--- src/sv/tie_pkg.sv ---
`default_nettype none

package tie_pkg;

   localparam int WORD_W    = 32;
   localparam int REG_IDX_W = 5;
   localparam int PC_W      = 9;

   localparam logic [7:0] OP_PRINT = 8'd0;
   localparam logic [7:0] OP_IMM   = 8'd1;
   localparam logic [7:0] OP_ADD   = 8'd2;
   localparam logic [7:0] OP_STORE = 8'd3;
   localparam logic [7:0] OP_LOAD  = 8'd4;
   localparam logic [7:0] OP_MUL   = 8'd5;
   localparam logic [7:0] OP_JMP   = 8'd6;
   localparam logic [7:0] OP_BEQ   = 8'd7;
   localparam logic [7:0] OP_BNE   = 8'd8;
   localparam logic [7:0] OP_HALT  = 8'd9;
   localparam logic [7:0] OP_MARK  = 8'd10;

   typedef struct packed {
      logic                 en;
      logic [REG_IDX_W-1:0] addr;
      logic [WORD_W-1:0]    data;
   } rf_wr_type;

   // port x always reads r[b]
   function automatic logic uses_x(input logic [7:0] op);
      return op == OP_ADD || op == OP_STORE || op == OP_LOAD || op == OP_MUL ||
             op == OP_BEQ || op == OP_BNE;
   endfunction

   function automatic logic uses_y(input logic [7:0] op);
      return op == OP_PRINT || op == OP_ADD || op == OP_STORE || op == OP_MUL ||
             op == OP_BEQ || op == OP_BNE;
   endfunction

   function automatic logic writes_reg(input logic [7:0] op);
      return op == OP_IMM || op == OP_ADD || op == OP_LOAD || op == OP_MUL;
   endfunction

   // port y reads r[c] for add/mul, r0 for print, r[a] otherwise
   function automatic logic [REG_IDX_W-1:0] y_index(input logic [7:0] op,
                                                    input logic [7:0] fa,
                                                    input logic [7:0] fc);
      logic [REG_IDX_W-1:0] idx;
      if (op == OP_ADD || op == OP_MUL) begin
         idx = fc[REG_IDX_W-1:0];
      end else if (op == OP_PRINT) begin
         idx = '0;
      end else begin
         idx = fa[REG_IDX_W-1:0];
      end
      return idx;
   endfunction

endpackage

`default_nettype wire

--- src/sv/tie_regfile.sv ---
`default_nettype none

module tie_regfile (
   input  wire logic                               clock,
   input  wire logic                               reset,
   input  wire logic [tie_pkg::REG_IDX_W-1:0]      rd_addr_x,
   input  wire logic [tie_pkg::REG_IDX_W-1:0]      rd_addr_y,
   input  wire tie_pkg::rf_wr_type                 wr,
   output logic      [tie_pkg::WORD_W-1:0]         rd_data_x,
   output logic      [tie_pkg::WORD_W-1:0]         rd_data_y
);

   localparam int DEPTH = 2 ** tie_pkg::REG_IDX_W;

   logic [tie_pkg::WORD_W-1:0] mem_ff [DEPTH];
   logic [DEPTH-1:0]           valid_ff;
   logic [tie_pkg::WORD_W-1:0] rd_x_ff;
   logic [tie_pkg::WORD_W-1:0] rd_y_ff;

   always_ff @(posedge clock) begin
      if (reset) begin
         valid_ff <= '0;
      end else if (wr.en) begin
         valid_ff[wr.addr] <= 1'b1;
      end
   end

   // write-first: a write at the read edge is passed straight through
   always_ff @(posedge clock) begin
      if (wr.en) begin
         mem_ff[wr.addr] <= wr.data;
      end
      if (wr.en && wr.addr == rd_addr_x) begin
         rd_x_ff <= wr.data;
      end else if (valid_ff[rd_addr_x]) begin
         rd_x_ff <= mem_ff[rd_addr_x];
      end else begin
         rd_x_ff <= '0;
      end
      if (wr.en && wr.addr == rd_addr_y) begin
         rd_y_ff <= wr.data;
      end else if (valid_ff[rd_addr_y]) begin
         rd_y_ff <= mem_ff[rd_addr_y];
      end else begin
         rd_y_ff <= '0;
      end
   end

   assign rd_data_x = rd_x_ff;
   assign rd_data_y = rd_y_ff;

endmodule

`default_nettype wire

--- config.mk ---
export PLATFORM = sky130hd
export DESIGN_NAME = tie_regfile
export DESIGN_NICKNAME = d
export VERILOG_FILES = /design/src/sv/tie_pkg.sv /design/src/sv/tie_regfile.sv
export SDC_FILE = /design/constraint.sdc
export NUM_CORES = 2
export LEC_CHECK = 0
export ABC_AREA = 1
export BUFFER_PORTS_ARGS = -buffer_cell sky130_fd_sc_hd__buf_4
export CORE_MARGIN = 5
export CORE_UTILIZATION = 35
export CTS_BUF_LIST = sky130_fd_sc_hd__clkbuf_4
export CTS_CLUSTER_DIAMETER = 80
export DETAILED_ROUTE_END_ITERATION = 10
export MAX_ROUTING_LAYER = met4
export PLACE_DENSITY_LB_ADDON = 0.15
export SLEW_MARGIN = 20
export SYNTH_ARGS = -nofsm -noshare
export SYNTH_HDL_FRONTEND = slang
export SYNTH_SLANG_ARGS = --single-unit
--- constraint.sdc ---
create_clock -name clock -period 3 [get_ports clock]
set_clock_uncertainty 0.05 [all_clocks]
set_input_delay 0.3 -clock clock [delete_from_list [all_inputs] [get_ports clock]]
set_output_delay 0.3 -clock clock [all_outputs]
set_load 0.02 [all_outputs]
# After elaboration in Yosys (flattened, before gate mapping)
# Memories as Yosys holds them, arrays and structs flattened.
# Index checks and enable logic that the tools add are counted.
# word_totals
reg_bits,96
ram_bits,1024
input_bits,50
out_inout_bits,64
wordCells,26
mem_count,1
# mem_list
name,depth,width,rd,rd_clocked_by_memory_dff,wr,line,rtl
mem_ff,32,32,2,0,1,tie_regfile.sv:15,logic [tie_pkg::WORD_W-1:0] mem_ff [DEPTH];
# classes
n_lt_le_gt_ge,4
n_eq_ne,2
n_mux,12
n_bitwise,1
n_reduce_logical,3
# op_table
operator,count
$mux W32,4
$or A32 B32 Y32,1
$lt A5 B6 Y1 const B,3
$bmux W1 S5,2
$eq A5 B5 Y1,2
$demux W1 S5,1
$ge A5 B1 Y1 const B,1
$mux W1,5
$logic_and A1 B1 Y1,3

# Logic depth before layout (Yosys ltp)
# depth
word_depth,5
ltp_mapped,14
depth_no_buf,11

# Worst setup path after synthesis
# OpenSTA, ideal clock, no wires.
# synth_timing
path_type,input to register
startpoint,in wr[35] in the netlist's numbering
endpoint,"mem mem_ff[24][0] in the netlist's numbering, enable pin"
arrival_ps,2174
required_time_ps,2528
path_slack_ps,354
cell_stages,5
path_buffers,1
cell_sequence,buf_2 -> inv_1 -> nor3_1 -> inv_1 -> nor2_1
# synth_lines
item,line,rtl
from (decl),tie_regfile.sv:8,"input wire tie_pkg::rf_wr_type wr,"
to (decl),tie_regfile.sv:15,
# No word-level cell before the write port.

# Worst setup path after layout
# layout_timing
startpoint,in rd_addr_x[1] in the netlist's numbering
endpoint,"reg rd_x_ff, in the netlist rd_data_x[20]"
# layout_between
elab_chain_cells,4
elab_cells_between_ends,7
classes_between,eq/ne: 1; mux: 4; reduce/logical: 1; memory: 1
# layout_lines
item,line,rtl
from (decl),tie_regfile.sv:6,"input wire logic [tie_pkg::REG_IDX_W-1:0] rd_addr_x,"
$bmux W1 S5,tie_regfile.sv:35,end else if (valid_ff[rd_addr_x]) begin
$mux W1 (not written as such),tie_regfile.sv:35,
$mux W32,tie_regfile.sv:35,
$mux W32 (*),tie_regfile.sv:33,if (wr.en && wr.addr == rd_addr_x) begin
to (signal assigned),tie_regfile.sv:34,rd_x_ff <= wr.data;
to (signal assigned),tie_regfile.sv:36,rd_x_ff <= mem_ff[rd_addr_x];
to (decl),tie_regfile.sv:17,logic [tie_pkg::WORD_W-1:0] rd_x_ff;
# Every way passes the cells marked *; elsewhere a longest branch is shown, timed or not. The select of a mux whose other input is x is not followed.
# A chain may end at the register's enable or synchronous reset.

==> impl_metrics.tcl <==
set metrics [dict create \
    wl_met2_um 111400 \
    reg2reg_depth 12 \
    ys_seq_area_frac 0.5617 \
    avgSynthCellArea_sq_um 8.288 \
    h-tree-depth 5 \
    ios 114 \
    seqPwrFrac 0.476 \
    drt_first_pass_iters 6 \
    dp.final_hpwl_um 129800 \
    yosys_warnings 0 \
    ys_ff_latch 1120 \
    cts_root_buf "clkbuf_4" \
    setup_tns_ps 0 \
    finalNetCount 7415 \
    power_frac_clock 0.402 \
    cts_tree "built" \
    slew_violations 0 \
    cap_violations 0 \
    cts_sinks 1120 \
    cts_max_path_buffers 4 \
    leakage_nw 29.94 \
    cts_buffers 330 \
    met1_length_um 98460 \
    yosys.area.top_type_share 0.5287 \
    async_reset_ff_frac 0 \
    powerDensity_nw_per_um2 535.0 \
    cp.arrival_ps 4180 \
    relSlewSlack 0.2493 \
    final_hold_viol_count 0 \
    p_int_w 0.02649 \
    drt_first_iter_violations 6011 \
    die_x_um 417.7 \
    grt_pass1_vias 50440 \
    setup_violations 0 \
    syn_area_sq_um 58170 \
    grt_pass1_wl_um 348800 \
    ys.flop_type "edfxtp_1" \
    grt_use_total 0.2809 \
    fin_area_sq_um 68530 \
    drc 0 \
    fin_util 0.4149 \
    wl_um 243900 \
    period_share 0.9832 \
    outcome "finished clean" \
    final_common_cell "nand2_1" \
    cp-end-kind "flop" \
    final_cell_mix "nand2_1, nand3_1, edfxtp_1" \
    worst-slew-pin-transition_ps 1126 \
    initial_utilization 0.3521 \
    irDropWorstVdd_uv 373.0 \
    power_frac_comb 0.122 \
    synth.distinct_cells 22 \
    area_delta_synth_final_pct 17.83 \
    synth_top_cell_by_area "edfxtp_1" \
    grt_max_degree 129 \
    syn_nets 7068 \
    place_area_sq_um 62190 \
    grt-ovfl-total 0 \
    r2r_slack_ps 90 \
    layout_min_cycle_time_ps 2950 \
    path_max_fanout 11 \
    p_sw_w 0.01018 \
    synthTopCellsByArea "edfxtp_1, nand2_1, nand3_1, inv_1, dfxtp_1" \
    hold_depth 11 \
    coreArea_sq_um 165200 \
    crit_required_ps 4230 \
    hp-class "input port to flop" \
    dieArea_sq_um 174400 \
    gp_congestion 0.8469 \
    clkLatencyLatePin_ps 1340 \
    route.met3.wl_um 21610 \
    avgRoutedWirePerCell_um 24.88 \
    io_buffer_count 113 \
    ant_nets 0 \
    fmax_mhz 339.0 \
    row_count 149 \
    min_from "rd_addr_x[1]" \
    reg2reg_from "valid_ff[31]$_SDFFE_PP0P_" \
    rsz0062_at_grt "no" \
    reg2reg_to "rd_data_x[14]$_DFF_P_" \
    start_kind "input port" \
    routed_via_density 5.355 \
    vias 52510 \
    topRoutingLayerUsed "met4" \
    postSynthCellCount 7018 \
    synth_edf_count 1024 \
    drive_above_1_share 0.1201 \
    critical_path_class "input port to flop" \
    antenna_found_initial 10 \
    swShare 0.2775 \
    clkTransAtPathRegs_ps 70 \
    holdPathEnd "rd_data_x[5]$_DFF_P_" \
    die_y_um 417.7 \
]
[flip-flops by register name, indices dropped and copies added, names as in the netlist]
| register | cells |
|---|---|
| mem_ff | 1024 |
| rd_data_x | 32 |
| rd_data_y | 32 |
| valid_ff | 32 |
[per-stage QoR]
step           power (W)  instances  setup WS, ps  hold slack (ps)
2_1_floorplan    0.02001       7018         353.8            322.4
3_3_place_gp     0.02186       9033         463.9            403.3
3_5_place_dp     0.02187       9033         434.3            413.1
4_1_cts          0.03698       9790         41.39            6.170
5_1_grt          0.03820       9800        0.2105            54.91
6_report         0.03667       9805         50.34            112.9
[how the worst max path moves through the flow]
stage	slack, ps	startpoint	cells past startpoint	endpoint
after floorplan	350	wr[35]	5	mem_ff[24][0]$_DFFE_PP_
after global placement	460	rd_addr_x[0]	12	rd_data_x[10]$_DFF_P_
after detailed placement	430	rd_addr_x[0]	12	rd_data_x[10]$_DFF_P_
after CTS	40	rd_addr_x[1]	12	rd_data_x[14]$_DFF_P_
after global routing	0.2	mem_ff[31][0]$_DFFE_PP_	13	rd_data_y[0]$_DFF_P_
final	50	rd_addr_x[1]	14	rd_data_x[20]$_DFF_P_
[metal layers]
metal,vias to the layer above,global-route usage
li1,23870,-
met1,25080,0.3556
met2,2866,0.4382
met3,688,0.05039
met4,0,0.1343
met5,-,-
[repair_timing]
action / CTS / global route
endpoints found under the setup margin: 0 / 19
gates resized for setup: 0 / 11
endpoints found under the hold margin: 2075 / 0
hold buffers: 188 / 0
setup buffers: 0 / 1
[power groups by stage]
stage	registers (W)	logic, W	clock network (W)
6_report	0.0174	0.00447	0.0147
5_1_grt	0.0174	0.00478	0.0160
4_1_cts	0.0175	0.00441	0.0151
3_5_place_dp	0.0178	0.00408	0
3_3_place_gp	0.0178	0.00407	0
2_1_floorplan	0.0178	0.00225	0
[cells in the mapped netlist, types with 9 or more instances]
| cell type | number |
|---|---|
| dfxtp_1 | 96 |
| buf_2 | 312 |
| buf_1 | 35 |
| buf_4 | 21 |
| nand3_1 | 1667 |
| o211ai_1 | 192 |
| nor2_1 | 207 |
| edfxtp_1 | 1024 |
| clkbuf_1 | 100 |
| inv_1 | 944 |
| nand2_1 | 2389 |
| nor3_1 | 9 |
[cells by family (layout without fill, tap and decap cells)]
group           after synthesis  in the layout  share of synthesized area
simple gates               4273           4273                     0.3118
buf+inv                    1423           2007                     0.1005
flops                      1120           1120                     0.5617
compound gates              200            200                    0.02571
xor+xnor                      2              2                  0.0003012
other cells                   0             14                          0
[final cells by class]
cell class                      count  area (sq um)
Inverter                          951          3638
Clock inverter                     51         221.5
Clock buffer                      518          3889
Timing Repair inverter              1         11.26
Sequential cell                  1120         32670
Multi-Input combinational cell   4475         19910
Fill cell                       16580         96640
Timing Repair Buffer              486          5420
Tap cell                         2189          2739
Antenna cell                       14         35.03
[worst max-delay path: stages]
cell	delay, ps
buf_8	120
buf_12	170
buf_12	190
dlygate4sd3_1	1110
nand3_1	140
o21ai_0	150
nand3_2	180
inv_2	240
buf_12	170
buf_4	170
nand2_1	60
dlygate4sd3_1	550
nand2_1	60
dlygate4sd3_1	530
(Power assumes the default switching activity.)
